[src/hdl/ipv6p_pkg.sv]
package ipv6p_pkg;

    localparam int GROUPS   = 8;
    localparam int GW       = 16;
    localparam int GIDX_W   = $clog2(GROUPS);
    localparam int GCNT_W   = $clog2(GROUPS + 1);
    localparam int LEN_W    = 6;
    localparam int PHASE_W  = 3;
    localparam int DCNT_W   = 3;
    localparam int MAX_DIGITS = 4;

    localparam logic [PHASE_W-1:0] PH_START       = 3'd0;
    localparam logic [PHASE_W-1:0] PH_START_COLON = 3'd1;
    localparam logic [PHASE_W-1:0] PH_HEAD_DIGITS = 3'd2;
    localparam logic [PHASE_W-1:0] PH_HEAD_COLON  = 3'd3;
    localparam logic [PHASE_W-1:0] PH_TAIL_WAIT   = 3'd4;
    localparam logic [PHASE_W-1:0] PH_TAIL_DIGITS = 3'd5;
    localparam logic [PHASE_W-1:0] PH_HEAD_FULL   = 3'd6;
    localparam logic [PHASE_W-1:0] PH_TAIL_FULL   = 3'd7;

    localparam logic [7:0] CH_COLON = 8'h3A;
    localparam logic [7:0] CH_0     = 8'h30;
    localparam logic [7:0] CH_9     = 8'h39;
    localparam logic [7:0] CH_LA    = 8'h61;
    localparam logic [7:0] CH_LF    = 8'h66;
    localparam logic [7:0] CH_UA    = 8'h41;
    localparam logic [7:0] CH_UF    = 8'h46;

    typedef logic [GROUPS-1:0][GW-1:0] t_groups;

    // Completed address handed from the parser to the output stage
    typedef struct packed {
        logic              bad;
        logic [LEN_W-1:0]  len;
        logic [GCNT_W-1:0] head_cnt;
        logic [GCNT_W-1:0] tail_cnt;
    } t_fin;

    // {hit, nibble}
    function automatic logic [4:0] hex_decode(input logic [7:0] c);
        logic [7:0] t;
        t = 8'd0;
        if (c >= CH_0 && c <= CH_9) begin
            t = c - CH_0;
            return {1'b1, t[3:0]};
        end
        if (c >= CH_LA && c <= CH_LF) begin
            t = c - CH_LA + 8'd10;
            return {1'b1, t[3:0]};
        end
        if (c >= CH_UA && c <= CH_UF) begin
            t = c - CH_UA + 8'd10;
            return {1'b1, t[3:0]};
        end
        return 5'd0;
    endfunction

endpackage

[src/hdl/ipv6p_parser.sv]
module ipv6p_parser
    import ipv6p_pkg::*;
(
    input  logic       i_clk,
    input  logic       i_rst_n,
    input  logic       i_accept,
    input  logic [7:0] i_char,
    input  logic       i_eoi,
    input  logic       i_fin_load,
    output logic       o_fin_valid,
    output t_fin       o_fin,
    output t_groups    o_head,
    output t_groups    o_tail
);

    logic [PHASE_W-1:0] r_phase, n_phase;
    logic [DCNT_W-1:0]  r_dcnt, n_dcnt;
    logic [GW-1:0]      r_gval, n_gval;
    logic [GCNT_W-1:0]  r_hcnt, n_hcnt;
    logic [GCNT_W-1:0]  r_tcnt, n_tcnt;
    logic [LEN_W-1:0]   r_chars, n_chars;
    logic               r_fin_valid, n_fin_valid;
    t_fin               r_fin, n_fin;
    t_groups            r_head;
    t_groups            r_tail;

    logic [4:0]         hx;
    logic               is_hex, is_colon;
    logic [GW-1:0]      shifted;
    logic [DCNT_W-1:0]  dcnt_inc;
    logic [LEN_W-1:0]   chars_inc;
    logic               fire, bad;
    logic               wr_head, wr_tail;
    logic [GW-1:0]      wr_data;
    logic [GCNT_W:0]    total;

    assign hx        = hex_decode(i_char);
    assign is_hex    = !i_eoi && hx[4];
    assign is_colon  = !i_eoi && (i_char == CH_COLON);
    assign shifted   = {r_gval[GW-5:0], hx[3:0]};
    assign dcnt_inc  = r_dcnt + DCNT_W'(1);
    assign chars_inc = r_chars + LEN_W'(1);

    always_comb begin
        n_phase = r_phase;
        n_dcnt  = r_dcnt;
        n_gval  = r_gval;
        n_hcnt  = r_hcnt;
        n_tcnt  = r_tcnt;
        n_chars = r_chars;
        fire    = 1'b0;
        bad     = 1'b0;
        wr_head = 1'b0;
        wr_tail = 1'b0;
        wr_data = r_gval;
        total   = '0;

        unique case (r_phase)
            PH_START: begin
                if (is_hex) begin
                    n_gval  = GW'(hx[3:0]);
                    n_dcnt  = DCNT_W'(1);
                    n_chars = chars_inc;
                    n_phase = PH_HEAD_DIGITS;
                end else if (is_colon) begin
                    n_chars = chars_inc;
                    n_phase = PH_START_COLON;
                end else begin
                    fire = 1'b1;
                    bad  = 1'b1;
                end
            end
            PH_START_COLON: begin
                if (is_colon) begin
                    n_chars = chars_inc;
                    n_phase = PH_TAIL_WAIT;
                end else begin
                    fire = 1'b1;
                    bad  = 1'b1;
                end
            end
            PH_HEAD_DIGITS: begin
                if (is_hex && r_dcnt < DCNT_W'(MAX_DIGITS)) begin
                    n_gval  = shifted;
                    n_dcnt  = dcnt_inc;
                    n_chars = chars_inc;
                    if (dcnt_inc >= DCNT_W'(MAX_DIGITS)) begin
                        wr_data = shifted;
                        wr_head = r_hcnt < GCNT_W'(GROUPS);
                        if (wr_head) n_hcnt = r_hcnt + GCNT_W'(1);
                        n_gval = '0;
                        n_dcnt = '0;
                        if (n_hcnt >= GCNT_W'(GROUPS)) fire = 1'b1;
                        else n_phase = PH_HEAD_FULL;
                    end
                end else begin
                    wr_data = r_gval;
                    wr_head = r_hcnt < GCNT_W'(GROUPS);
                    if (wr_head) n_hcnt = r_hcnt + GCNT_W'(1);
                    n_gval = '0;
                    n_dcnt = '0;
                    if (n_hcnt >= GCNT_W'(GROUPS)) begin
                        fire = 1'b1;
                    end else if (is_colon) begin
                        n_chars = chars_inc;
                        n_phase = PH_HEAD_COLON;
                    end else begin
                        fire = 1'b1;
                        bad  = 1'b1;
                    end
                end
            end
            PH_HEAD_FULL: begin
                if (is_colon) begin
                    n_chars = chars_inc;
                    n_phase = PH_HEAD_COLON;
                end else begin
                    fire = 1'b1;
                    bad  = 1'b1;
                end
            end
            PH_HEAD_COLON: begin
                if (is_colon) begin
                    n_chars = chars_inc;
                    n_phase = PH_TAIL_WAIT;
                end else if (is_hex) begin
                    n_gval  = GW'(hx[3:0]);
                    n_dcnt  = DCNT_W'(1);
                    n_chars = chars_inc;
                    n_phase = PH_HEAD_DIGITS;
                end else begin
                    fire = 1'b1;
                    bad  = 1'b1;
                end
            end
            PH_TAIL_WAIT: begin
                if (is_hex) begin
                    n_gval  = GW'(hx[3:0]);
                    n_dcnt  = DCNT_W'(1);
                    n_chars = chars_inc;
                    n_phase = PH_TAIL_DIGITS;
                end else begin
                    fire = 1'b1;
                end
            end
            PH_TAIL_DIGITS: begin
                if (is_hex && r_dcnt < DCNT_W'(MAX_DIGITS)) begin
                    n_gval  = shifted;
                    n_dcnt  = dcnt_inc;
                    n_chars = chars_inc;
                    if (dcnt_inc >= DCNT_W'(MAX_DIGITS)) begin
                        wr_data = shifted;
                        wr_tail = r_tcnt < GCNT_W'(GROUPS);
                        if (wr_tail) n_tcnt = r_tcnt + GCNT_W'(1);
                        n_gval = '0;
                        n_dcnt = '0;
                        total  = {1'b0, r_hcnt} + {1'b0, n_tcnt};
                        if (total >= (GCNT_W+1)'(GROUPS)) fire = 1'b1;
                        else n_phase = PH_TAIL_FULL;
                    end
                end else begin
                    wr_data = r_gval;
                    wr_tail = r_tcnt < GCNT_W'(GROUPS);
                    if (wr_tail) n_tcnt = r_tcnt + GCNT_W'(1);
                    n_gval = '0;
                    n_dcnt = '0;
                    total  = {1'b0, r_hcnt} + {1'b0, n_tcnt};
                    if (total >= (GCNT_W+1)'(GROUPS)) begin
                        fire = 1'b1;
                    end else if (is_colon) begin
                        n_chars = chars_inc;
                        n_phase = PH_TAIL_WAIT;
                    end else begin
                        fire = 1'b1;
                    end
                end
            end
            PH_TAIL_FULL: begin
                if (is_colon) begin
                    n_chars = chars_inc;
                    n_phase = PH_TAIL_WAIT;
                end else begin
                    fire = 1'b1;
                end
            end
            default: begin
                fire = 1'b1;
                bad  = 1'b1;
            end
        endcase

        n_fin.bad      = bad;
        n_fin.len      = n_chars;
        n_fin.head_cnt = n_hcnt;
        n_fin.tail_cnt = n_tcnt;

        // rearm for the next address; the stores keep their contents
        if (fire) begin
            n_phase = PH_START;
            n_dcnt  = '0;
            n_gval  = '0;
            n_hcnt  = '0;
            n_tcnt  = '0;
            n_chars = '0;
        end
    end

    assign n_fin_valid = (r_fin_valid && !i_fin_load) || (i_accept && fire);

    always_ff @(posedge i_clk) begin
        if (!i_rst_n) begin
            r_phase     <= PH_START;
            r_dcnt      <= '0;
            r_gval      <= '0;
            r_hcnt      <= '0;
            r_tcnt      <= '0;
            r_chars     <= '0;
            r_fin_valid <= 1'b0;
        end else begin
            r_fin_valid <= n_fin_valid;
            if (i_accept) begin
                r_phase <= n_phase;
                r_dcnt  <= n_dcnt;
                r_gval  <= n_gval;
                r_hcnt  <= n_hcnt;
                r_tcnt  <= n_tcnt;
                r_chars <= n_chars;
            end
        end
    end

    always_ff @(posedge i_clk) begin
        if (i_accept && fire) r_fin <= n_fin;
        if (i_accept && wr_head) r_head[r_hcnt[GIDX_W-1:0]] <= wr_data;
        // newest tail group in entry 0, so the tail sits right-aligned
        if (i_accept && wr_tail) r_tail <= {r_tail[GROUPS-2:0], wr_data};
    end

    assign o_fin_valid = r_fin_valid;
    assign o_fin       = r_fin;
    assign o_head      = r_head;
    assign o_tail      = r_tail;

endmodule

[src/hdl/ipv6p_assemble.sv]
module ipv6p_assemble
    import ipv6p_pkg::*;
(
    input  logic             i_clk,
    input  logic             i_rst_n,
    input  logic             i_fin_valid,
    input  t_fin             i_fin,
    input  t_groups          i_head,
    input  t_groups          i_tail,
    input  logic             i_stall,
    output logic             o_fin_load,
    output logic             o_valid,
    output logic             o_status,
    output logic [LEN_W-1:0] o_consumed_length,
    output logic [63:0]      o_addr_high,
    output logic [63:0]      o_addr_low
);

    logic             r_valid;
    logic             r_status;
    logic [LEN_W-1:0] r_len;
    logic [127:0]     r_addr;
    logic [127:0]     n_addr;
    logic             load;

    assign load = i_fin_valid && (!r_valid || !i_stall);

    // group p: tail if p lies in the last tail_cnt slots, else head if written
    always_comb begin
        n_addr = '0;
        for (int p = 0; p < GROUPS; p++) begin
            if (!i_fin.bad) begin
                if ((GCNT_W+1)'(p) + {1'b0, i_fin.tail_cnt} >= (GCNT_W+1)'(GROUPS))
                    n_addr[(GROUPS-1-p)*GW +: GW] = i_tail[GROUPS-1-p];
                else if (GCNT_W'(p) < i_fin.head_cnt)
                    n_addr[(GROUPS-1-p)*GW +: GW] = i_head[p];
            end
        end
    end

    always_ff @(posedge i_clk) begin
        if (!i_rst_n) begin
            r_valid <= 1'b0;
        end else begin
            if (load) r_valid <= 1'b1;
            else if (!i_stall) r_valid <= 1'b0;
        end
    end

    always_ff @(posedge i_clk) begin
        if (load) begin
            r_status <= i_fin.bad;
            r_len    <= i_fin.len;
            r_addr   <= n_addr;
        end
    end

    assign o_fin_load        = load;
    assign o_valid           = r_valid;
    assign o_status          = r_status;
    assign o_consumed_length = r_len;
    assign o_addr_high       = r_addr[127:64];
    assign o_addr_low        = r_addr[63:0];

endmodule

[src/hdl/ipv6_text_address_parser_core.sv]
// IPv6 text address parser: one character beat accepted per cycle while o_stall is low.
// A finished address is registered in the parser's finish stage, then in the output register once i_stall allows.
// Throughput: one beat per cycle; a finished address waits in a one-entry
// holding stage, so input stalls only while that stage and the output are both full and i_stall is high.
// Reset: i_rst_n synchronous, active low; clears parse state and valid flags.
module ipv6_text_address_parser_core
    import ipv6p_pkg::*;
(
    input  logic             i_clk,
    input  logic             i_rst_n,
    input  logic             i_valid,
    output logic             o_stall,
    input  logic [7:0]       i_char_in,
    input  logic             i_end_of_input,
    output logic             o_valid,
    input  logic             i_stall,
    output logic             o_status,
    output logic [LEN_W-1:0] o_consumed_length,
    output logic [63:0]      o_addr_high,
    output logic [63:0]      o_addr_low
);

    logic    fin_valid;
    logic    fin_load;
    t_fin    fin;
    t_groups head;
    t_groups tail;
    logic    accept;

    // the stores must not change while a finished address is still unread
    assign o_stall = fin_valid && !fin_load;
    assign accept  = i_valid && !o_stall;

    ipv6p_parser u_parser (
        .i_clk       (i_clk),
        .i_rst_n     (i_rst_n),
        .i_accept    (accept),
        .i_char      (i_char_in),
        .i_eoi       (i_end_of_input),
        .i_fin_load  (fin_load),
        .o_fin_valid (fin_valid),
        .o_fin       (fin),
        .o_head      (head),
        .o_tail      (tail)
    );

    ipv6p_assemble u_assemble (
        .i_clk             (i_clk),
        .i_rst_n           (i_rst_n),
        .i_fin_valid       (fin_valid),
        .i_fin             (fin),
        .i_head            (head),
        .i_tail            (tail),
        .i_stall           (i_stall),
        .o_fin_load        (fin_load),
        .o_valid           (o_valid),
        .o_status          (o_status),
        .o_consumed_length (o_consumed_length),
        .o_addr_high       (o_addr_high),
        .o_addr_low        (o_addr_low)
    );

endmodule
[config.mk]
export PLATFORM = sky130hd
export DESIGN_NAME = ipv6_text_address_parser_core
export DESIGN_NICKNAME = d
export VERILOG_FILES = /design/src/hdl/ipv6p_pkg.sv /design/src/hdl/ipv6p_parser.sv /design/src/hdl/ipv6p_assemble.sv /design/src/hdl/ipv6_text_address_parser_core.sv
export SDC_FILE = /design/constraint.sdc
export NUM_CORES = 1
export LEC_CHECK = 0
export BUFFER_PORTS_ARGS = -buffer_cell sky130_fd_sc_hd__buf_2
export CAP_MARGIN = 20
export CORE_MARGIN = 1
export CORE_UTILIZATION = 30
export CTS_CLUSTER_DIAMETER = 80
export CTS_CLUSTER_SIZE = 25
export DETAILED_ROUTE_END_ITERATION = 6
export GPL_TIMING_DRIVEN = 0
export HOLD_SLACK_MARGIN = 0.05
export PLACE_DENSITY = 0.54
export SLEW_MARGIN = 10
export SYNTH_ARGS = -nofsm -noshare
export SYNTH_HDL_FRONTEND = slang
export SYNTH_SLANG_ARGS = --single-unit
[constraint.sdc]
create_clock -name i_clk -period 12.9 [get_ports i_clk]
set_clock_uncertainty 0.1 [all_clocks]
set_input_delay 1.29 -clock i_clk [delete_from_list [all_inputs] [get_ports i_clk]]
set_output_delay 1.29 -clock i_clk [all_outputs]
set_load 0.1 [all_outputs]
==> metrics.cfg <==
[worst_setup_path]
crit_chain = buf_2 -> inv_1 -> ha_1 -> o21bai_1 -> a211oi_1 -> buf_2 -> o21ai_1 -> o21ai_1 -> nor3_2 -> buf_4 -> buf_6 -> buf_6 -> buf_4 -> buf_6
critPathArrivalTime_ps = 5620
crit_type = in -> reg
path_max_fanout = 11
cp.buffers_inverters = 8
endpoint_kind = register
required_ps = 13090
path_delay_family = compound AO/OA/AOI/OAI gates
startpoint_type = primary input
cp_slowest_cell = o21ai_1
max_stage_delay_ps = 870
crit_top_cell = buf_6

[floorplanning]
die_h_um = 243
initial_utilization_pct = 30.3
coreArea_mm2 = 0.0576
rows = 88
dieWidth_um = 243
die_area_mm2 = 0.0592
ios = 150

[power_and_ir_drop]
ir_drop_mv = 0.0849
p_per_area_mw_per_mm2 = 132
power_leakage_uw = 0.00695

[final_layout]
utilization_pct = 35.1
drive_gt1_share_pct = 17.8
stdcell_area_mm2 = 0.0202
syn2layout_area_growth_pct = 15.9
antennaDiodeCount = 0
finalNetCount = 1443

[drt]
drc = 0
met1_length_mm = 19.2
drt_wl_total_mm = 42.7
wl_met3_mm = 2.08
drt-vias-per-instance = 4.82
firstDrtPassIters = 5
wl_met2_mm = 20.6
initialDrtViolationCount = 892
ant_nets = 0
routed.top_layer = met4
vias = 10614
post_drt_wl_per_cell_um = 19.4

[global_routing]
grt_pass1_vias = 10660
grt_max_degree = 30
grt_use_total_pct = 14.2
grt_pass1_wl_mm = 65.2
overflow = 0
antenna_found_initial = 1

[synth]
synth.area.top_cells = edfxtp_1, dfxtp_1, a22oi_1, nor2_1, a21oi_1
syn_inst = 1219
yosys-top-cells-count = edfxtp_1, nor2_1, nand2_1
yosysUniqueCellTypes = 73
synth_area_mm2 = 0.0175
syn_nets = 1245
synth.avg_cell_area_um2 = 14.3
synth_seq_cells = 444
ys.warnings.count = 0
ys.flop_type = edfxtp_1
synth_most_common_cell = edfxtp_1
ys_seq_area_share_pct = 74.2
synth-edff-count = 406
synthArstFlopShare_pct = 0
synth.top_cell.area_share_pct = 69.8
yosys.area.top_type = edfxtp_1

[clock_network]
root_buffer = clkbuf_16
clock_sinks = 444
htree_levels = 1
cts_inserted_buffers = 24
clk_latency_ps = 580
cts_buffer_depth = 3
cts_tree = built
postCtsSetupBuffers = 0
ctsHoldBuffers = 0
ctsResizeCount = 0
clkSlewWorstSetupHoldPaths_ps = 100

[timing]
slew-limit-headroom_pct = 22.0
finalSetupViolations = 0
maxSlewViolCount = 0
finalHoldViolations = 0
fin_crit_ps = 5430
rsz0062_at_grt = no
fin_crit_sh_pct = 42.1
worst_pin_slew_ps = 1140
max_freq_ghz = 0.184

[job]
maxCapViolCount = 0

[placed_design]
hpwl_mm = 32.6
portBuffers = 148
place.gp.congestion = 0.861
dpl_cell_area_mm2 = 0.0195

[run_status]
status = finished, final reports clean

[worst_hold_path]
worstHoldPathType = reg -> reg

-- through the flow --
stage | setup slack (ps) | power (uW) | TNS, ps | hold WS, ps | std cells
final | 7470 | 2670 | 0 | 303 | 2200
after global routing | 7260 | 2750 | 0 | 291 | 2200
after CTS | 7570 | 2700 | 0 | 297 | 2200
after detailed placement | 6950 | 1850 | 0 | 306 | 2156
after global placement | -4880 | 1860 | -1067500 | 306 | 2132
after floorplan | 532 | 1810 | 0 | 300 | 1219
-- layout make-up --
type                            instances  area [um^2]
Clock buffer                           36          667
Fill cell                            5563        37400
Tap cell                              765          957
Multi-Input combinational cell        690         4200
Clock inverter                          8          105
Timing Repair Buffer                  172         1000
Inverter                               12         45.0
Sequential cell                       444        13000
Buffer                                 73          304
-- path summary, 6_finish.rpt --
check                                  start  cells after the start                                         to  slack, ps
min             u_parser.o_fin[11]$_DFFE_PP_                      0  u_assemble.o_consumed_length[3]$_DFFE_PP_        300
max reg2reg  u_parser.r_tcnt[3]$_SDFFE_PN0P_                     10           u_parser.r_chars[4]$_SDFFE_PN0P_       8580
min reg2reg     u_parser.o_fin[11]$_DFFE_PP_                      0  u_assemble.o_consumed_length[3]$_DFFE_PP_        300
max                             i_char_in[0]                     14              u_parser.o_tail[91]$_DFFE_PP_       7470
-- state kept, by name, summed over array words and instances, names as in the netlist --
| register | flops |
|---|---|
| u_parser.o_tail | 128 |
| u_parser.o_fin | 15 |
| u_parser.r_phase | 3 |
| u_parser.r_chars | 6 |
| u_assemble.o_valid | 1 |
| u_assemble.o_consumed_length | 6 |
| u_parser.r_hcnt | 4 |
| u_parser.o_head | 128 |
| u_parser.r_dcnt | 3 |
| u_parser.r_tcnt | 4 |
| u_parser.r_gval | 16 |
| u_parser.o_fin_valid | 1 |
| u_assemble.o_status | 1 |
| u_assemble.r_addr | 128 |
-- cells by family after synthesis --
family	share of synthesized area, %
flops	74.2
xor+xnor	0.401
buf+inv	2.00
mux	1.02
simple gates	9.42
compound gates	12.0
fa+ha+maj	0.975
-- cell usage in the layout (no fill, tap or decap), drive strengths merged, types with 4 or more instances in the layout --
cell type and n:
mux2 14, nor3 20, clkbuf 96, nand2 93
o211ai 4, a21o 11, xnor2 5, o21ai 30
o31ai 5, o21a 9, dfxtp 38, o2bb2ai 4
a211o 4, a22oi 84, or2 7, nor4 6
and3 5, or3 9, or4 4, a21oi 78
a22o 18, nand2b 7, a2111oi 4, buf 185
o22ai 5, nor2 120, nand3 63, ha 12
inv 17, o221ai 4, edfxtp 406, a211oi 10
-- report_power, final --
group / internal, uW / switching, uW / leakage (uW)
Sequential: 1570 / 7.23 / 0.00425
Clock: 378 / 471 / 0.000372
Combinational: 35.9 / 201 / 0.00232
Total: 1990 / 679 / 0.00695
-- metal layers --
layer / track usage, % / up-vias
li1: - / 5078
met1: 19.2 / 5273
met2: 23.9 / 221
met3: 2.32 / 42
met4: 3.40 / 0
met5: 0 / -
(Power assumes the default switching activity.)
